[src/design/assert_macros.svh]
// Assertion macros shared by the plotter modules
`ifndef ASSERT_MACROS_SVH
`define ASSERT_MACROS_SVH
`ifndef ASSERT_OFF
`define AST_PROP(label, clk, rst_n, prop, msg) \
	label: assert property (@(posedge clk) disable iff (!(rst_n)) prop) else $error(msg);
`define AST_NEVER(label, clk, rst_n, cond, msg) \
	label: assert property (@(posedge clk) disable iff (!(rst_n)) !(cond)) else $error(msg);
`else
`define AST_PROP(label, clk, rst_n, prop, msg)
`define AST_NEVER(label, clk, rst_n, cond, msg)
`endif
`endif

[src/design/scp_pkg.sv]
// Shared types and constants of the strip chart column plotter
package scp_pkg;
	localparam int DISP_ROWS = 64;
	localparam int ROW_W     = 6;
	localparam int COL_W     = 4;
	localparam int WORD_W    = 16;
	localparam int BIT_W     = 4;

	localparam logic [WORD_W-1:0] LEFT_PIXEL = 16'h8000;
	localparam logic [ROW_W:0]    LAST_ROW   = 7'h3F;
	localparam logic [COL_W-1:0]  LOWER_COL  = 4'h8;
	localparam logic [BIT_W-1:0]  RIGHT_BIT  = 4'hF;

	typedef enum logic [1:0] {
		CLAMP_NONE = 2'd0,
		CLAMP_LOW  = 2'd1,
		CLAMP_HIGH = 2'd2
	} clamp_t;

	typedef struct packed {
		logic              valid;
		logic [ROW_W-1:0]  row;
		logic [COL_W-1:0]  col;
		logic [WORD_W-1:0] mask;
		logic              set_bit;
		logic              last;
		clamp_t            status;
		logic              fresh;
	} issue_t;
endpackage

[src/design/scp_update.sv]
// Read-modify-write stage with forwarding and the result register
`include "assert_macros.svh"
module scp_update #(
	parameter int AW = 9
) (
	input  logic                       clk,
	input  logic                       arst_n,
	input  scp_pkg::issue_t            iss,
	input  logic [AW-1:0]              rd_addr,
	input  logic [scp_pkg::WORD_W-1:0] rd_data,
	output logic                       adv,
	output logic                       wr_en,
	output logic [AW-1:0]              wr_addr,
	output logic [scp_pkg::WORD_W-1:0] wr_data,
	input  logic                       result_ready,
	output logic                       result_valid,
	output logic [4:0]                 gdram_row,
	output logic [3:0]                 gdram_col,
	output logic [15:0]                pixel_word,
	output logic                       last_write,
	output logic [1:0]                 clamp_status
);
	import scp_pkg::*;

	issue_t            iss_s2;
	logic [AW-1:0]     addr_s2;
	logic              fwd_s2;
	logic [WORD_W-1:0] fwd_word_s2;

	logic              out_valid_q;
	logic [4:0]        row_q;
	logic [COL_W-1:0]  col_q;
	logic [WORD_W-1:0] word_q;
	logic              last_q;
	clamp_t            status_q;

	logic [WORD_W-1:0] old_word;
	logic [WORD_W-1:0] new_word;

	assign adv = !out_valid_q || result_ready;

	always_comb begin
		if (fwd_s2) begin
			old_word = fwd_word_s2;
		end else if (iss_s2.fresh) begin
			old_word = '0;
		end else begin
			old_word = rd_data;
		end
		new_word = iss_s2.set_bit ? (old_word | iss_s2.mask) : (old_word & ~iss_s2.mask);
	end

	assign wr_en   = iss_s2.valid && adv;
	assign wr_addr = addr_s2;
	assign wr_data = new_word;

	always_ff @(posedge clk or negedge arst_n) begin
		if (!arst_n) begin
			iss_s2      <= '0;
			addr_s2     <= '0;
			fwd_s2      <= 1'b0;
			fwd_word_s2 <= '0;
			out_valid_q <= 1'b0;
			row_q       <= '0;
			col_q       <= '0;
			word_q      <= '0;
			last_q      <= 1'b0;
			status_q    <= CLAMP_NONE;
		end else if (adv) begin
			iss_s2      <= iss;
			addr_s2     <= rd_addr;
			fwd_s2      <= wr_en && iss.valid && (wr_addr == rd_addr);
			fwd_word_s2 <= new_word;
			out_valid_q <= iss_s2.valid;
			if (iss_s2.valid) begin
				row_q    <= iss_s2.row[4:0];
				col_q    <= iss_s2.row[5] ? iss_s2.col + LOWER_COL : iss_s2.col;
				word_q   <= new_word;
				last_q   <= iss_s2.last;
				status_q <= iss_s2.status;
			end
		end
	end

	assign result_valid = out_valid_q;
	assign gdram_row    = row_q;
	assign gdram_col    = col_q;
	assign pixel_word   = word_q;
	assign last_write   = last_q;
	assign clamp_status = status_q;

	`AST_PROP(a_last_out, clk, arst_n, iss_s2.valid && iss_s2.last && adv |=> result_valid && last_write, "final row write not delivered")
	`AST_PROP(a_fwd_live, clk, arst_n, fwd_s2 |-> iss_s2.valid, "forward into an empty stage")
endmodule

[config.mk]
export PLATFORM = sky130hd
export DESIGN_NAME = scp_update
export DESIGN_NICKNAME = d
export VERILOG_FILES = /design/src/design/scp_pkg.sv /design/src/design/scp_update.sv
export VERILOG_INCLUDE_DIRS = /design/src /design/src/design
export SDC_FILE = /design/constraint.sdc
export NUM_CORES = 1
export LEC_CHECK = 0
export CORE_MARGIN = 3
export CORE_UTILIZATION = 60
export CTS_CLUSTER_SIZE = 16
export DETAILED_ROUTE_END_ITERATION = 6
export DONT_BUFFER_PORTS = 1
export PLACE_DENSITY = 0.76
export SLEW_MARGIN = 25
export SYNTH_ARGS = -nofsm -noshare
export SYNTH_HDL_FRONTEND = slang
export SYNTH_SLANG_ARGS = --single-unit
[constraint.sdc]
create_clock -name clk -period 4.6 [get_ports clk]
set_clock_uncertainty 0.15 [all_clocks]
set_input_delay 0.46 -clock clk [delete_from_list [all_inputs] [get_ports clk]]
set_output_delay 0.46 -clock clk [all_outputs]
set_load 0.005 [all_outputs]
Yosys cells after proc, flatten, opt, wreduce, memory -nomap -nowiden
Index checks and enable logic that the tools add are counted.

storage, ports and cells
  bits in registers = 87
  bits of input ports = 60

cells by class
  bitwise logic cells = 3
  multiplexer cells = 4
  eq/ne operators = 1
  add/subtract/negate cells = 1
  reductions and logical operators = 6

operators with widths
  kind                 count
  $mux 16              3
  $and 16x16->16       1
  $not 16->16          1
  $or 16x16->16        1
  $eq 9x9->1           1
  $add 4x4->4 const B  1
  $mux 4               1
  $logic_and 1x1->1    3
  $reduce_and 2->1     1
  $logic_not 1->1      1
  $logic_or 1x1->1     1

Logic depth before layout (Yosys ltp)
  depth in word-level cells = 5
  gate-level depth with buffers = 7
  gate-level depth less buffers = 5

Worst setup path before layout
Ideal clock, no wire load.

  path kind = input to output
  from = in result_ready
  to = out wr_en
  path buffers = 2
  arrival time = 1.028 ns
  cell stages on the path = 5
  setup slack = 2.962 ns
  cell sequence = nand2b_1 buf_2 nand2_4 inv_4 buf_6

between the ends
  longest elaborated chain between the ends = 2

RTL lines
  what               RTL line          text
  start, declared    scp_update.sv:15  input logic result_ready,
  $logic_or 1x1->1   scp_update.sv:40  assign adv = !out_valid_q || result_ready;
  $logic_and 1x1->1  scp_update.sv:53  assign wr_en = iss_s2.valid && adv;
  end, declared      scp_update.sv:12  output logic wr_en,

Every way passes these cells.

Worst setup path in the final report
  from = reg fwd_s2
  to = out wr_data[15] (netlist name)

between the ends
  longest elaborated chain between the ends = 3
  elaborated cells between the ends (all ways) = 4
  those cells by class = mux: 2; bitwise: 2

RTL lines
  what                                                    RTL line          text
  start, declared                                         scp_update.sv:27  logic fwd_s2;
  start signal, assigned                                  scp_update.sv:72  fwd_s2 <= wr_en && iss.valid && (wr_addr == rd_addr);
  $mux 16 (*)                                             scp_update.sv:43  if (fwd_s2) begin
  $and 16x16->16 / $or 16x16->16 (equally long branches)  scp_update.sv:50  new_word = iss_s2.set_bit ? (old_word | iss_s2.mask) : (old_word & ~iss_s2.mask);
  $mux 16 (*)                                             scp_update.sv:50
  end, declared                                           scp_update.sv:14  output logic [scp_pkg::WORD_W-1:0] wr_data,

Every way passes the cells marked *; elsewhere a longest branch is shown, timed or not.

==> flow_summary.toml <==
[status]
status = "finished, final reports clean"

[power_and_ir_drop]
ir_worst_vdd_mv = 0.279
leakage_uw = 0.00166
pwr_density_cell_mw_per_mm2 = 515
p_total_uw = 2080

[clocking]
clkSlewWorstSetupHoldPaths_ps = 80
postCtsSetupBuffers = 0
htreeDepth = 3
root_buffer = "clkbuf_8"
clockBufferDepth = 2
clk_latency_ps = 350
clock-sinks = 87
cts_tree = "done"
cts_buffers = 9

[floorplan]
dieArea_mm2 = 0.00719
start_util_pct = 62.5
row_count = 28
die-height_um = 84.8
io_pins = 116
core_mm2 = 0.00596
dieWidth_um = 84.8

[finish]
fillers = 436
final_cell_area_mm2 = 0.00404
n_antenna_cell = 0
drive_gt1_share_pct = 50.8
area_growth_pct = 8.47
nNetsFinal = 303

[worst_setup_path]
worstSetupStartpointType = "flop"
critPathSlowestCell = "nor2_2"
crit_type = "flop to output port"
crit_required_ps = 3990
endpoint_kind = "output port"
arrival_ps = 2340
critPathMaxFanout = 20
max_stage_delay_ps = 810
cp_cell_sequence = "nor2_2 > a221oi_1 > a21oi_1"

[placement]
dp_hpwl_um = 4470
gp_congestion = 0.761
portBuffers = 0
post_dp_cell_area_mm2 = 0.00373

[drt]
vias = 1986
first_pass_iters = 4
vias_per_cell = 6.15
route.detailed.drc = 0
postRouteAntennaNets = 0
drt-initial-drc-count = 107
finalWirelength_um = 6790
routedWlPerCell_um = 21.0

[logic_synthesis]
synthCells = 242
synth-adder-area-share_pct = 0
yosysSeqAreaShare_pct = 58.5
avgSynthCellArea_um2 = 15.4
synth-simple-area-share_pct = 1.92
synth_cell_types = 24
async_flop_share_pct = 100
synthMuxAreaShare_pct = 25.1
synth_edf_count = 0
synth-xor-area-share_pct = 2.35
syn_area_mm2 = 0.00372
synth_top_family_by_area = "multiplexers"
synth_compound_area_share_pct = 9.21
synth_seq_cells = 87
synth_ff_type = "dfrtp_1"
ys_warn_count = 0
syn-num-nets = 302

[sta]
fmax_ghz = 0.339
finalHoldViolations = 0
setup_viol = 0
final-max-slew-violation-count = 0
rsz0062_at_grt = "no"
slew_headroom_pct = 39.2
period_needed_ps = 2950
worst_pin_slew_ps = 912
tns_ps = 0
min_period_over_period_pct = 64.2

[grt]
grt_max_degree = 88
grt_pass1_vias = 2201
grt_antenna_before_repair = 1
grt_pass1_wl_um = 11100
grtUsageTotal_pct = 20.0
overflow = 0

[worst_hold_path]
hold_class = "input pin to flop"

[run]
drv_cap = 0
state kept, by name, indices dropped and copies added, names as in the netlist:
name	cells
fwd_s2	1
gdram_row	5
result_valid	1
iss_s2	32
gdram_col	4
fwd_word_s2	16
pixel_word	16
wr_addr	9
last_write	1
clamp_status	2
kinds of logic after synthesis:
family,Yosys count
buffers and inverters,16
xor gates and xnor gates,10
AOI/OAI and AO/OA,35
DFF,87
and+or+nand+nor,11
muxes,83
metal layers:
layer / global-route usage (%) / vias up / wire [um]
met1: 27.1 / 1003 / 2900
met5: 0 / - / 17
met4: 10.1 / 2 / 151
met2: 29.8 / 74 / 3220
met3: 5.69 / 15 / 502
li1: - / 892 / -
cells in the mapped netlist (2+ instances only):
cell | instances | area share [%]
a21oi_1 | 5 | 0.67
a21oi_2 | 11 | 2.6
a221oi_1 | 4 | 0.94
a221oi_2 | 10 | 4.0
buf_2 | 8 | 1.1
buf_6 | 5 | 1.5
dfrtp_1 | 87 | 58
mux2_2 | 83 | 25
nand2_1 | 2 | 0.20
nand2b_1 | 2 | 0.34
nand4_1 | 2 | 0.34
nor3b_1 | 2 | 0.40
o21ai_0 | 2 | 0.27
xnor2_1 | 6 | 1.4
xor2_1 | 4 | 0.94
power by group:
| part | internal [uW] | total (uW) | switching, uW | leakage [uW] |
|---|---|---|---|---|
| sequential | 931 | 1060 | 129 | 0.00103 |
| clock | 432 | 695 | 263 | 0.000134 |
| combinational | 182 | 324 | 142 | 0.000505 |
| total | 1550 | 2080 | 534 | 0.00166 |
critical path: cells and delay by family (launching register included):
kind            cells  cell delay, ps
simple gates        1             810
flops               1             720
compound gates      2             460
final timing paths:
kind | from | end | slack, ps | depth (start not counted)
setup / recovery | fwd_s2 | wr_data[15] | 1650 | 3
hold / removal | iss[4] | iss_s2[4] | 90 | 2
setup reg to reg | fwd_s2 | fwd_word_s2[15] | 2180 | 4
hold reg to reg | iss_s2[27] | iss_s2[27] | 360 | 1
max in group asynchronous | arst_n | iss_s2[31] | 3420 | 2
min in group asynchronous | arst_n | fwd_word_s2[12] | 550 | 2
timing repair:
item | 4_1_cts | 5_1_grt
hold buffers | 2 | 0
resized for setup | 0 | 0
endpoints found under the hold margin | 87 | 0
layout make-up:
class | instances | area [um2] | share of cell area (%)
Timing Repair Buffer | 3 | 45.0 | 1.12
Clock buffer | 11 | 141 | 3.50
Inverter | 3 | 13.8 | 0.341
Multi-Input combinational cell | 139 | 1440 | 35.6
Sequential cell | 87 | 2180 | 53.9
Clock inverter | 5 | 129 | 3.19
Tap cell | 75 | 93.8 | 2.32
layout by cell type (no fill, tap or decap), drive strengths merged:
| cell type | instances |
|---|---|
| clkinv | 2 |
| nand2 | 3 |
| nor2 | 1 |
| xor2 | 4 |
| a21oi | 16 |
| nor4 | 1 |
| xnor2 | 6 |
| inv | 2 |
| clkbuf | 11 |
| nand2b | 2 |
| mux2 | 83 |
| o22ai | 1 |
| nand4 | 2 |
| buf | 2 |
| dfrtp | 87 |
| dlygate4sd3 | 1 |
| a211oi | 2 |
| a221oi | 14 |
| bufinv | 4 |
| nor3b | 2 |
| o21ai | 2 |
per-stage QoR:
stage,setup WS [ps],utilization [%],hold WS (ps),std cells
4_1_cts,1640,67.8,77.0,323
3_3_place_gp,2040,62.6,16.3,305
2_1_floorplan,2960,-,14.4,242
3_5_place_dp,2030,62.6,16.6,305
5_1_grt,1460,67.8,80.8,323
6_report,1650,67.8,89.2,323
Power figures use the tool's default switching activity.
