### config.mk
export PLATFORM = sky130hd
export DESIGN_NAME = scp_seq
export DESIGN_NICKNAME = d
export VERILOG_FILES = /design/src/design/scp_pkg.sv /design/src/design/scp_seq.sv
export VERILOG_INCLUDE_DIRS = /design/src /design/src/design
export SDC_FILE = /design/constraint.sdc
export NUM_CORES = 1
export LEC_CHECK = 0
export BUFFER_PORTS_ARGS = -buffer_cell sky130_fd_sc_hd__buf_4
export CAP_MARGIN = 5
export CORE_ASPECT_RATIO = 0.9
export CORE_MARGIN = 3
export CORE_UTILIZATION = 46
export CTS_BUF_LIST = sky130_fd_sc_hd__clkbuf_16
export DETAILED_ROUTE_END_ITERATION = 10
export GPL_TIMING_DRIVEN = 1
export PLACE_DENSITY = 0.71
export SLEW_MARGIN = 20
export SYNTH_ARGS = -nofsm -noshare
export SYNTH_HDL_FRONTEND = slang
export SYNTH_SLANG_ARGS = --single-unit
export TNS_END_PERCENT = 1
### constraint.sdc
create_clock -name clk -period 1.9 [get_ports clk]
set_input_delay 0.19 -clock clk [delete_from_list [all_inputs] [get_ports clk]]
set_output_delay 0.19 -clock clk [all_outputs]
set_load 0.05 [all_outputs]
### src/design/assert_macros.svh
// Assertion macros shared by the plotter modules
`ifndef ASSERT_MACROS_SVH
`define ASSERT_MACROS_SVH
`ifndef ASSERT_OFF
`define AST_PROP(label, clk, rst_n, prop, msg) \
	label: assert property (@(posedge clk) disable iff (!(rst_n)) prop) else $error(msg);
`define AST_NEVER(label, clk, rst_n, cond, msg) \
	label: assert property (@(posedge clk) disable iff (!(rst_n)) !(cond)) else $error(msg);
`else
`define AST_PROP(label, clk, rst_n, prop, msg)
`define AST_NEVER(label, clk, rst_n, cond, msg)
`endif
`endif

### src/design/scp_pkg.sv
// Shared types and constants of the strip chart column plotter
package scp_pkg;
	localparam int DISP_ROWS = 64;
	localparam int ROW_W     = 6;
	localparam int COL_W     = 4;
	localparam int WORD_W    = 16;
	localparam int BIT_W     = 4;

	localparam logic [WORD_W-1:0] LEFT_PIXEL = 16'h8000;
	localparam logic [ROW_W:0]    LAST_ROW   = 7'h3F;
	localparam logic [COL_W-1:0]  LOWER_COL  = 4'h8;
	localparam logic [BIT_W-1:0]  RIGHT_BIT  = 4'hF;

	typedef enum logic [1:0] {
		CLAMP_NONE = 2'd0,
		CLAMP_LOW  = 2'd1,
		CLAMP_HIGH = 2'd2
	} clamp_t;

	typedef struct packed {
		logic              valid;
		logic [ROW_W-1:0]  row;
		logic [COL_W-1:0]  col;
		logic [WORD_W-1:0] mask;
		logic              set_bit;
		logic              last;
		clamp_t            status;
		logic              fresh;
	} issue_t;
endpackage

### src/design/scp_seq.sv
// Item intake, clamping and row sequencer that issues store reads
`include "assert_macros.svh"
module scp_seq #(
	parameter int WORD_COLUMNS = 8,
	parameter int PLOT_ROWS    = 48,
	parameter int AW           = 9
) (
	input  logic                clk,
	input  logic                arst_n,
	input  logic signed [7:0]   sample,
	input  logic                sample_valid,
	output logic                sample_ready,
	input  logic                adv,
	output logic                rd_en,
	output logic [AW-1:0]       rd_addr,
	output scp_pkg::issue_t     iss
);
	import scp_pkg::*;

	localparam int CW = (WORD_COLUMNS > 1) ? $clog2(WORD_COLUMNS) : 1;
	localparam int RW = (PLOT_ROWS > 1) ? $clog2(PLOT_ROWS) : 1;
	localparam logic [ROW_W-1:0]  FIRST_ROW = ROW_W'(DISP_ROWS - PLOT_ROWS);
	localparam logic [RW-1:0]     LAST_OFF  = RW'(PLOT_ROWS - 1);
	localparam logic [CW-1:0]     LAST_COL  = CW'(WORD_COLUMNS - 1);
	localparam logic [AW-1:0]     ROW_STEP  = AW'(PLOT_ROWS);
	localparam logic signed [7:0] MAX_H     = 8'(PLOT_ROWS - 1);

	logic                    busy_q;
	logic [RW-1:0]           off_q;
	logic [AW-1:0]           base_q;
	logic [CW-1:0]           col_q;
	logic [BIT_W-1:0]        bitpos_q;
	logic [ROW_W-1:0]        height_q;
	clamp_t                  status_q;
	logic [WORD_W-1:0]       mask_q;
	logic [WORD_COLUMNS-1:0] seen_q;

	logic             accept;
	logic             done;
	logic [BIT_W-1:0] bitpos_next;
	logic [ROW_W-1:0] row;
	logic [ROW_W:0]   row_sum;
	logic [ROW_W-1:0] height_in;
	clamp_t           status_in;

	assign done         = busy_q && adv && (off_q == LAST_OFF);
	assign sample_ready = !busy_q || done;
	assign accept       = sample_valid && sample_ready;
	assign bitpos_next  = done ? bitpos_q + 1'b1 : bitpos_q;

	always_comb begin
		if (sample < 0) begin
			height_in = '0;
			status_in = CLAMP_LOW;
		end else if (sample > MAX_H) begin
			height_in = ROW_W'(MAX_H);
			status_in = CLAMP_HIGH;
		end else begin
			height_in = sample[ROW_W-1:0];
			status_in = CLAMP_NONE;
		end
	end

	assign row     = FIRST_ROW + ROW_W'(off_q);
	assign row_sum = {1'b0, row} + {1'b0, height_q};
	assign rd_en   = busy_q && adv;
	assign rd_addr = base_q + AW'(off_q);

	always_comb begin
		iss         = '0;
		iss.valid   = rd_en;
		iss.row     = row;
		iss.col     = COL_W'(col_q);
		iss.mask    = mask_q;
		iss.set_bit = row_sum > LAST_ROW;
		iss.last    = off_q == LAST_OFF;
		iss.status  = status_q;
		iss.fresh   = !seen_q[col_q];
	end

	always_ff @(posedge clk or negedge arst_n) begin
		if (!arst_n) begin
			busy_q   <= 1'b0;
			off_q    <= '0;
			base_q   <= '0;
			col_q    <= '0;
			bitpos_q <= '0;
			seen_q   <= '0;
			height_q <= '0;
			status_q <= CLAMP_NONE;
			mask_q   <= '0;
		end else begin
			if (accept) begin
				off_q <= '0;
			end else if (rd_en) begin
				off_q <= off_q + 1'b1;
			end
			if (accept) begin
				busy_q <= 1'b1;
			end else if (done) begin
				busy_q <= 1'b0;
			end
			if (done) begin
				seen_q[col_q] <= 1'b1;
				bitpos_q      <= bitpos_next;
				if (bitpos_q == RIGHT_BIT) begin
					if (col_q == LAST_COL) begin
						col_q  <= '0;
						base_q <= '0;
					end else begin
						col_q  <= col_q + 1'b1;
						base_q <= base_q + ROW_STEP;
					end
				end
			end
			if (accept) begin
				height_q <= height_in;
				status_q <= status_in;
				mask_q   <= LEFT_PIXEL >> bitpos_next;
			end
		end
	end

	`AST_PROP(a_accept_start, clk, arst_n, accept |=> busy_q && off_q == '0, "item start lost")
	`AST_PROP(a_stall_hold, clk, arst_n, busy_q && !adv |=> $stable(off_q) && $stable(col_q), "row advanced on stall")
endmodule

Word level (Yosys, flattened, before mapping). Index checks and enable logic that the tools add are counted.

Output and inout bits: 43. Register bits: 55. Input bits: 12.

Reduce and logical (&&, ||, !) cells: 10. $add $sub $neg: 7. Muxes and demuxes: 15. Bitwise gates (word level): 1. Magnitude comparators: 5. Equal/unequal tests: 3. Shift-type cells: 1.

Operator list (count): 2-to-1 mux 6 bit (4); right shift 16 x 4 -> 16 bit, first input constant (1); adder 9 x 6 -> 9 bit (1); adder 9 x 6 -> 9 bit, second input constant (1); 2-to-1 mux 9 bit (1); > comparator 8 x 7 -> 1 bit, second input constant (1); less-than comparator 8 x 1 -> 1 bit, second input constant (1); bitwise OR 8 bit (1); adder 6 x 6 -> 7 bit (1); > comparator 7 x 6 -> 1 bit, second input constant (1); adder 5 x 6 -> 6 bit, first input constant (1); adder 6 x 1 -> 6 bit, second input constant (1); equality test 6 bit, second input constant (1); adder 4 x 1 -> 4 bit, second input constant (1); equality test 4 bit, second input constant (1); logical AND 1 bit (4); less-than comparator 3 x 4 -> 1 bit, second input constant (1); 2-to-1 mux 1 bit (4); 2-to-1 mux 2 bit (2); 2-to-1 mux 4 bit (1); nonzero test 2 bit (2); adder 3 x 1 -> 3 bit, second input constant (1); binary-select mux 1 bit (select 3 bit) (1); demux 1 bit (select 3 bit) (1); 6 further kinds (7).

Logic depth before layout (Yosys ltp). Gate-level depths: netlist of run 1.

Depth in word-level cells: 5. Gate-level depth with buffers: 8.

Worst setup path before layout of run 1. OpenSTA, ideal clock, no wires.

Kind: reg-to-output. From: register col_q[1]. To: output iss[0] (netlist name). Data required time: 1.710 ns. Setup slack: -0.378 ns. Buffers on the path: 1. Stages on the path, launching flop included: 6. Data arrival time: 2.088 ns. Path through: dfrtp_1 clkbuf_1 nor2b_1 a211oi_1 a21oi_1 o211ai_1.

RTL lines: start, declared (line scp_seq.sv:31) `logic [CW-1:0] col_q;`; start signal, assigned (line scp_seq.sv:111) `col_q <= col_q + 1'b1;`; end, declared (line scp_seq.sv:16) `output scp_pkg::issue_t iss`.

==> impl_metrics.tcl, run 1 <==
set metrics [dict create \
    route.detailed.drc 0 \
    grt_pass1_vias 2180 \
    clock_path_buffers 2 \
    setup.worst_path.start_class "register" \
    crit_chain "ha_2 -> fa_2 -> a21o_1 -> a21o_1 -> a21o_1 -> a21o_4 -> buf_8" \
    topRoutingLayerUsed "met4" \
    post-layout-total-power_mw 3.88 \
    core-area_um2 5790 \
    gr-total-overflow 0 \
    static-leakage-power_nw 1.86 \
    classification_of_the_worst_setup_path "register to primary output" \
    setup.reg_to_reg.worst_slack_ns 0.03 \
    number_of_distinct_library_cell_variants_in_the_gate_level_netlist_after_synthesis 51 \
    final_common_cell "sky130_fd_sc_hd__buf_4" \
    post_synth_mux_area_share_pct 5.14 \
    maxCapViolCount 0 \
    drtIter0Drc 82 \
    cpPeakStageDelay_ns 0.38 \
    number_of_enable_flip_flop_cells_after_synthesis 0 \
    num-nets-final 351 \
    vias 2160 \
    top_level_ports 55 \
    detailed_place.area_um2 3370 \
    detailroute.wirelength.met2_mm 2.85 \
    failed_checks "negative setup slack" \
    finalWeightedCongestion 0.757 \
    postSynth.asyncResetShare_pct 100 \
    rsz0062_at_grt "yes" \
    register_area_share_after_synthesis_pct 45.6 \
    clock-root-buffer "sky130_fd_sc_hd__clkbuf_16" \
    final-max-slew-violation-count 0 \
    worst_ep_arrival_time_ns 2.05 \
    die_width_um 88.2 \
    synth-simple-area-share_pct 14.0 \
    syn_avg_cell_area_um2 10.8 \
    critical-path-top-cell-by-count "sky130_fd_sc_hd__a21o_1" \
    synth-adder-area-share_pct 6.97 \
    synth_xor_xnor_area_share_pct 4.07 \
    drive_above_1_share_pct 40.9 \
    max_freq_mhz 447 \
    starting_density_pct 48.3 \
    postRouteAntennaNets 0 \
    post-cts-setup-buffers 0 \
    first_pass_iters 6 \
    final_critical_path_setup_slack_ns -0.336 \
    routed_wirelength_mm 5.99 \
    synthesis.instances 258 \
    fin_crit_sh_pct 118 \
    cp-end-kind "primary output" \
    final.fill_count 481 \
    final_critical_delay_including_setup_and_external_delays_ns 2.24 \
    routed_wire_length_per_instance_um 15.2 \
    worstHoldPathType "input port to register" \
    synth-main-ff-cell "sky130_fd_sc_hd__dfrtp_1" \
    postLayoutCoreUtil_pct 63.4 \
    grt_use_total_pct 18.5 \
    num_clock_sinks 51 \
    cts_made_buffers 5 \
    clkTransAtPathRegs_ns 0.06 \
    max_slew.worst_pin.slew_ns 0.642 \
    instances_no_fill 395 \
    status "finished with violations" \
    antenna_found_initial 0 \
    post-place-cells 386 \
    layout.cells.most_common_list "sky130_fd_sc_hd__buf_4, sky130_fd_sc_hd__dfrtp_1, sky130_fd_sc_hd__nand2_1, sky130_fd_sc_hd__nor2_1, sky130_fd_sc_hd__a32o_1" \
    htree_num_levels 2 \
    worst_clock_skew_ns 0.00540 \
    post_synth_instance_area_um2 2800 \
    synth-compound-area-share_pct 18.1 \
    global_route_wire_length_before_repair_mm 10.4 \
    ys_warn_count 0 \
    route.detailed.vias_per_inst 5.47 \
    n_antenna_cell 0 \
    clk-insertion-delay-late_ns 0.29 \
    design_area_um2 3670 \
    wirelength_met1_mm 2.84 \
    dominant_combinational_cell_family_by_area_after_synthesis "compound AO/OA/AOI/OAI gates" \
    die_height_um 80 \
    max-vdd-ir-drop_v 0.000913 \
    slowest_cell_on_the_critical_path "sky130_fd_sc_hd__dfrtp_1" \
    required_ns 1.71 \
    grt_max_degree 52 \
    worstPathMaxFanout 2 \
    detailed_place_hpwl_mm 4.34 \
    setup_total_negative_slack_ns -0.547 \
    syn_to_final_growth_pct 31.1 \
    port_buffers 53 \
    synth.ff_latch_count 51 \
    placement.setup.worst_slack_ns -0.173 \
    power_dens_cells_nw_per_um2 1060 \
    wl_met3_um 267 \
    hold_ws_ns 0.173 \
    tritoncts "done" \
    final_hold_viol_count 0 \
    placementRows 26 \
    slew_headroom_pct 57.2 \
    die-area_um2 7060 \
    setup_viol 3 \
]
-- cell type report --
type / instances / area, um2 / share of cell area (%)
Clock buffer: 5 / 125 / 3.41
Multi-Input combinational cell: 178 / 1480 / 40.4
Clock inverter: 3 / 43.8 / 1.19
Tap cell: 70 / 87.6 / 2.39
Timing Repair Buffer: 75 / 596 / 16.2
Inverter: 13 / 56.3 / 1.53
Sequential cell: 51 / 1280 / 34.8
-- flip-flops by register name, indices dropped and copies added, names as in the netlist --
| name | count |
|---|---|
| base_q | 5 |
| off_q | 6 |
| busy_q | 1 |
| status_q | 2 |
| height_q | 6 |
| bitpos_q | 4 |
| col_q | 3 |
| seen_q | 8 |
| mask_q | 16 |
-- power breakdown --
group	leakage, nW	switching (mW)	internal (mW)
clock network	0.0838	0.382	0.621
registers	0.676	0.0994	1.17
logic	1.10	1.02	0.592
total	1.86	1.50	2.38
-- cell usage after synthesis (5+ instances only) --
master	count	area (um2)
sky130_fd_sc_hd__dfrtp_1	51	1280
sky130_fd_sc_hd__nand2_1	23	86.3
sky130_fd_sc_hd__nor2_1	17	63.8
sky130_fd_sc_hd__a32o_1	16	160
sky130_fd_sc_hd__ha_1	14	175
sky130_fd_sc_hd__inv_1	13	48.8
sky130_fd_sc_hd__o21ai_0	10	50.1
sky130_fd_sc_hd__mux2_2	9	101
sky130_fd_sc_hd__a21o_1	8	60.1
sky130_fd_sc_hd__a21oi_1	8	40.0
sky130_fd_sc_hd__buf_4	8	60.1
sky130_fd_sc_hd__xor2_1	7	61.3
sky130_fd_sc_hd__xnor2_1	6	52.6
sky130_fd_sc_hd__nand2b_1	5	31.3
sky130_fd_sc_hd__nand3_1	5	25.0
sky130_fd_sc_hd__nor2b_1	5	31.3
-- final timing paths --
check	cells after the start	from	to
max	7	off_q[0]	iss[4]
min	2	sample_valid	busy_q
max reg2reg	7	off_q[0]	mask_q[7]
min reg2reg	1	seen_q[0]	seen_q[0]
max in group asynchronous	2	arst_n	col_q[2]
min in group asynchronous	2	arst_n	status_q[0]
-- metal layers --
layer	global-route usage [%]	up-vias
met5	0	-
met4	3.63	0
met3	3.51	4
met2	30.6	50
met1	25.3	1052
li1	-	1054
-- cells by family (layout without fill, tap and decap cells) --
family	count (synthesis)	after routing
AO/OA/AOI/OAI	62	62
XOR/XNOR	13	13
adder cells (fa/ha/maj)	15	15
buffers and inverters	30	96
flip-flops	51	51
multiplexers	12	12
other	1	2
AND/OR/NAND/NOR	74	74
-- what timing repair did --
item / 4_1_cts / 5_1_grt
gates resized for setup: 12 / 17
setup endpoints to repair: 17 / 35
hold buffers: 1 / 0
pin swaps: 8 / 4
hold endpoints to repair: 51 / 0
-- worst max-delay path: cells and delay by family (launching register included) --
kind,cells,cell delay (ns)
DFF,1,0.38
buffers and inverters,1,0.14
AOI/OAI and AO/OA,4,0.68
adders and majority gates,2,0.55
(Power assumes the default switching activity.)
==> run 2, diff against run 1 <==
--- a/config.mk
+++ b/config.mk
@@ -9,12 +9,12 @@
 export BUFFER_PORTS_ARGS = -buffer_cell sky130_fd_sc_hd__buf_4
 export CAP_MARGIN = 5
 export CORE_ASPECT_RATIO = 0.9
-export CORE_MARGIN = 3
 export CORE_UTILIZATION = 46
 export CTS_BUF_LIST = sky130_fd_sc_hd__clkbuf_16
 export DETAILED_ROUTE_END_ITERATION = 10
 export GPL_TIMING_DRIVEN = 1
 export PLACE_DENSITY = 0.71
+export SKIP_CTS_REPAIR_TIMING = 1
 export SLEW_MARGIN = 20
 export SYNTH_ARGS = -nofsm -noshare
 export SYNTH_HDL_FRONTEND = slang
==> run 2 against run 1 <==
  * Clock-buffer cell count unchanged
  * Sequential power about the same
  * Flip-flop and latch count stayed put
  * Fmax is 0.82% higher
  * Global-route usage fell by 0.11 points
  * Register-to-register slack hardly changed
  * Critical endpoint unchanged
  * Worst setup slack better by 0.018 ns
  * Via count about the same
  * Design area is 0.92% lower
  * The flow finishes with violations (design-rule violations, negative setup slack)
  * Wire length decreased by 3.7%
  * Cell count is 0.51% higher
  * Largest cell class unchanged
==> impl_metrics.tcl, run 2 (synthesized netlist as in run 1, its figures left out) <==
set metrics [dict create \
    required_ns 1.71 \
    core-area_um2 5760 \
    worstHoldPathType "input port to register" \
    critPathLaunch "off_q[0]" \
    n_antenna_cell 0 \
    r2r_start "off_q[0]" \
    detailed_place.area_um2 3380 \
    crit_chain "ha_2 -> fa_2 -> a21o_1 -> a21o_1 -> a21o_1 -> a21o_4 -> buf_8" \
    clkTransAtPathRegs_ns 0.07 \
    netSwitchingPower_mw 1.52 \
    critical-path-top-delay-family "compound AO/OA/AOI/OAI gates" \
    sequentialPowerShare_pct 32.8 \
    drtIter0Drc 109 \
    postLayoutCoreUtil_pct 63.1 \
    max_freq_mhz 451 \
    max-vdd-ir-drop_v 0.00130 \
    instances_no_fill 397 \
    setup_total_negative_slack_ns -0.544 \
    first_pass_iters 7 \
    combinational_power_share_pct 43.5 \
    min-delay-start "sample_valid" \
    crit_buf_inv 1 \
    worst_ep_arrival_time_ns 2.03 \
    tritoncts "done" \
    layout.cells.most_common_list "sky130_fd_sc_hd__buf_4, sky130_fd_sc_hd__dfrtp_1, sky130_fd_sc_hd__nand2_1, sky130_fd_sc_hd__nor2_1, sky130_fd_sc_hd__a32o_1" \
    final_critical_delay_including_setup_and_external_delays_ns 2.22 \
    final_critical_path_setup_slack_ns -0.318 \
    global_route_wire_length_before_repair_mm 9.57 \
    die_height_um 76 \
    classification_of_the_worst_setup_path "register to primary output" \
    design_area_um2 3640 \
    max_flop_register "mask_q" \
    fin_crit_sh_pct 117 \
    cpPeakStageDelay_ns 0.39 \
    post-place-cells 388 \
    die-area_um2 6400 \
    route.detailed.vias_per_inst 5.44 \
    rsz0062_at_grt "yes" \
    placement.setup.worst_slack_ns -0.146 \
    maxCapViolCount 0 \
    grt_pass1_vias 2012 \
    die_width_um 84.2 \
    max_slew.worst_pin.slew_ns 0.645 \
    clk-insertion-delay-late_ns 0.29 \
    num_clock_sinks 51 \
    failed_checks "design-rule violations, negative setup slack" \
    clock-root-buffer "sky130_fd_sc_hd__clkbuf_16" \
    routed_wirelength_mm 5.77 \
    grt_use_total_pct 18.4 \
    post-layout-total-power_mw 3.79 \
    htree_num_levels 2 \
    top_regs "mask_q: 16 flops, seen_q: 8 flops" \
    routed_wire_length_per_instance_um 14.5 \
    setup.worst_path.start_class "register" \
    num-nets-final 353 \
    grt_max_degree 52 \
    gr-total-overflow 0 \
    finalWeightedCongestion 0.803 \
    hold_ws_ns 0.151 \
    final_hold_viol_count 0 \
    final_common_cell "sky130_fd_sc_hd__buf_4" \
    cts_made_buffers 5 \
    cp-end-kind "primary output" \
    static-leakage-power_nw 1.84 \
    placementRows 26 \
    largest_register_ff_count 16 \
    clock_path_buffers 2 \
    cell_internal_pwr_mw 2.27 \
    postRouteAntennaNets 0 \
    slew_headroom_pct 57.0 \
    route.detailed.drc 8 \
    worstPathMaxFanout 2 \
    clkPwrFrac_pct 23.7 \
    switching_share_pct 40.2 \
    power_dens_cells_nw_per_um2 1040 \
    worst_clock_skew_ns 0.00648 \
    port_buffers 53 \
    final-max-slew-violation-count 0 \
    antenna_found_initial 0 \
    vias 2159 \
    critical-path-top-cell-by-count "sky130_fd_sc_hd__a21o_1" \
    status "finished with violations" \
    starting_density_pct 48.6 \
    top_level_ports 55 \
    detailed_place_hpwl_mm 4.21 \
    drive_above_1_share_pct 40.4 \
    syn_to_final_growth_pct 29.9 \
    setup_viol 4 \
    slowest_cell_on_the_critical_path "sky130_fd_sc_hd__dfrtp_1" \
]
run 2: cell types whose count changed in the layout (fill, tap and decap cells not counted), sizes merged:
cell / delta
clkinvlp: +2
clkinv: -2
inv: +1
bufinv: -1
buf: +2
run 2: routing by layer:
metal | global-route usage (%) | wire (um) | share of wire [%] | up-vias
met1 | 25.5 | 2750 | 48 | 1045
met5 | 0 | 0 | 0 | -
li1 | - | - | - | 1054
met3 | 3.03 | 268 | 4.6 | 8
met2 | 30.1 | 2700 | 47 | 52
met4 | 4.66 | 51 | 0.88 | 0
run 2: cell type report:
class                           instances  area, um2
Fill cell                             471       2120
Multi-Input combinational cell        178       1470
Sequential cell                        51       1280
Timing Repair Buffer                   77        596
Clock buffer                            5        125
Tap cell                               70       87.6
Inverter                               13       56.3
Clock inverter                          3       23.8
run 2: path summary, 6_finish.rpt:
| check | endpoint | slack, ns | depth (start not counted) |
|---|---|---|---|
| setup / recovery | iss[4] | -0.32 | 7 |
| hold / removal | busy_q | 0.15 | 2 |
| min in group asynchronous | status_q[0] | 0.47 | 2 |
| setup reg to reg | mask_q[14] | 0.03 | 8 |
| hold reg to reg | seen_q[0] | 0.45 | 1 |
| max in group asynchronous | col_q[2] | 0.96 | 2 |
run 2: power groups by stage:
stage	Combinational, mW	Sequential (mW)	Clock (mW)
after floorplan	1.11	1.30	0
after global placement	1.59	1.26	0
after detailed placement	1.61	1.27	0
after CTS	1.62	1.24	0.918
after global routing	1.76	1.26	0.968
final	1.65	1.24	0.898
==> run 3, diff against run 2 <==
--- a/config.mk
+++ b/config.mk
@@ -9,12 +9,9 @@
 export BUFFER_PORTS_ARGS = -buffer_cell sky130_fd_sc_hd__buf_4
 export CAP_MARGIN = 5
 export CORE_ASPECT_RATIO = 0.9
-export CORE_UTILIZATION = 46
+export CORE_UTILIZATION = 40
 export CTS_BUF_LIST = sky130_fd_sc_hd__clkbuf_16
 export DETAILED_ROUTE_END_ITERATION = 10
-export GPL_TIMING_DRIVEN = 1
-export PLACE_DENSITY = 0.71
-export SKIP_CTS_REPAIR_TIMING = 1
 export SLEW_MARGIN = 20
 export SYNTH_ARGS = -nofsm -noshare
 export SYNTH_HDL_FRONTEND = slang
==> run 3 against run 2 <==
  * The flow finishes with violations (negative setup slack)
  * Cell count rose by 4.8%
  * Design area rose by 0.96%
  * Die area up 15%
  * Utilization down 8.0 points
  * Wire length is 2.7% higher
  * Sequential power barely moved
  * Worst setup slack gained 0.029 ns
  * Global-route usage decreased by 1.4 points
  * Clock skew up 0.0018 ns
  * Highest routed layer unchanged
==> impl_metrics.tcl, run 3 (synthesized netlist as in run 1, its figures left out) <==
set metrics [dict create \
    status "finished with violations" \
    failed_checks "negative setup slack" \
    clock-root-buffer "sky130_fd_sc_hd__clkbuf_16" \
    postRouteAntennaNets 0 \
    instances_no_fill 416 \
    port_buffers 53 \
    top_level_ports 55 \
    grt_use_total_pct 17.0 \
    num-nets-final 352 \
    antenna_found_initial 0 \
    largest_register_ff_count 16 \
    route.detailed.vias_per_inst 5.16 \
    worstHoldPathType "input port to register" \
    gr-total-overflow 0 \
    final_critical_path_setup_slack_ns -0.289 \
    clock_path_buffers 2 \
    worst_ep_arrival_time_ns 2.00 \
    critical-path-top-delay-family "compound AO/OA/AOI/OAI gates" \
    global_route_wire_length_before_repair_mm 9.92 \
    n_antenna_cell 0 \
    post-layout-total-power_mw 3.84 \
    syn_to_final_growth_pct 31.2 \
    cp-end-kind "primary output" \
    clkPwrFrac_pct 24.0 \
    setup_viol 3 \
    die-area_um2 7340 \
    static-leakage-power_nw 1.84 \
    finalWeightedCongestion 0.731 \
    fin_crit_sh_pct 115 \
    cell_internal_pwr_mw 2.29 \
    final_critical_delay_including_setup_and_external_delays_ns 2.19 \
    grt_pass1_vias 2069 \
    routed_wire_length_per_instance_um 14.3 \
    post-place-cells 405 \
    routed_wirelength_mm 5.93 \
    crit_buf_inv 1 \
    worstPathMaxFanout 2 \
    cpPeakStageDelay_ns 0.39 \
    classification_of_the_worst_setup_path "register to primary output" \
    starting_density_pct 42.0 \
    num_clock_sinks 51 \
    slowest_cell_on_the_critical_path "sky130_fd_sc_hd__dfrtp_1" \
    core-area_um2 6660 \
    netSwitchingPower_mw 1.55 \
    vias 2147 \
    final-max-slew-violation-count 0 \
    crit_chain "ha_2 -> fa_2 -> a21o_1 -> a21o_1 -> a21o_1 -> a21o_4 -> buf_8" \
    top_regs "mask_q: 16 flops, seen_q: 8 flops" \
    critical-path-top-cell-by-count "sky130_fd_sc_hd__a21o_1" \
    clk-insertion-delay-late_ns 0.29 \
    rsz0062_at_grt "yes" \
    slew_headroom_pct 55.9 \
    switching_share_pct 40.3 \
    required_ns 1.71 \
    detailed_place_hpwl_mm 4.24 \
    placementRows 28 \
    htree_num_levels 2 \
    final.fill_count 617 \
    power_dens_cells_nw_per_um2 1050 \
    sequentialPowerShare_pct 32.8 \
    die_width_um 90.2 \
    final_common_cell "sky130_fd_sc_hd__buf_4" \
    first_pass_iters 4 \
    maxCapViolCount 0 \
    final_hold_viol_count 0 \
    max_freq_mhz 457 \
    die_height_um 81.4 \
    tritoncts "done" \
    max_slew.worst_pin.slew_ns 0.661 \
    max_flop_register "mask_q" \
    postLayoutCoreUtil_pct 55.2 \
    cts_made_buffers 5 \
    drive_above_1_share_pct 39.0 \
    setup.worst_path.start_class "register" \
    layout.cells.most_common_list "sky130_fd_sc_hd__buf_4, sky130_fd_sc_hd__dfrtp_1, sky130_fd_sc_hd__nand2_1, sky130_fd_sc_hd__nor2_1, sky130_fd_sc_hd__a32o_1" \
    worst_clock_skew_ns 0.00827 \
    combinational_power_share_pct 43.2 \
    route.detailed.drc 0 \
    setup.reg_to_reg.worst_slack_ns 0.03 \
    grt_max_degree 52 \
    clkTransAtPathRegs_ns 0.07 \
    max-vdd-ir-drop_v 0.00121 \
    setup_total_negative_slack_ns -0.402 \
    drtIter0Drc 63 \
]
-- run 3: cell type report --
type                       instances  area [um2]  share of cell area [%]
sequential                        51        1280                    34.8
multi-input combinational        178        1470                    40.1
clock buffer                       5         125                    3.41
clock inverter                     3        28.8                   0.784
timing repair buffer              76         596                    16.2
inverter                          13        56.3                    1.53
tap                               90         113                    3.07
-- run 3: power by group through the flow --
| stage | Combinational (mW) | Clock [mW] | Sequential, mW |
|---|---|---|---|
| detailed placement | 1.59 | 0 | 1.28 |
| global route | 1.77 | 1.00 | 1.28 |
| CTS | 1.66 | 0.949 | 1.26 |
| finish | 1.66 | 0.923 | 1.26 |
| floorplan | 1.11 | 0 | 1.30 |
| global placement | 1.59 | 0 | 1.27 |
-- run 3: path summary, 6_finish.rpt --
check | cells after the start | end | from
max in group asynchronous | 2 | col_q[2] | arst_n
setup / recovery | 7 | iss[4] | off_q[0]
min in group asynchronous | 2 | mask_q[7] | arst_n
setup reg to reg | 6 | mask_q[13] | off_q[0]
hold / removal | 2 | busy_q | sample_valid
hold reg to reg | 1 | seen_q[0] | seen_q[0]
-- run 3: per-layer routing --
layer,GRT usage (%),wire length [um],part of all wire (%)
met2,29.5,2820,48
met5,0,0,0
met1,21.9,2840,48
met3,4.03,236,4.0
met4,3.06,29,0.49
-- run 3: repair_timing --
| item | in CTS | in global routing |
|---|---|---|
| hold buffers | 1 | 0 |
| cloned | 0 | 0 |
| resized for setup | 18 | 3 |
| setup buffers | 1 | 1 |
| hold endpoints to repair | 51 | 0 |
| pin swaps | 10 | 3 |
| endpoints found under the setup margin | 29 | 33 |
-- run 3: per-stage QoR --
step | cell area [um2] | hold WS [ns] | setup WS [ns]
floorplan | 2850 | -0.106 | -0.183
global placement | 3390 | 0.264 | -0.114
detailed placement | 3390 | 0.268 | -0.157
CTS | 3650 | 0.151 | -0.315
global route | 3670 | 0.143 | -0.365
finish | 3670 | 0.153 | -0.289
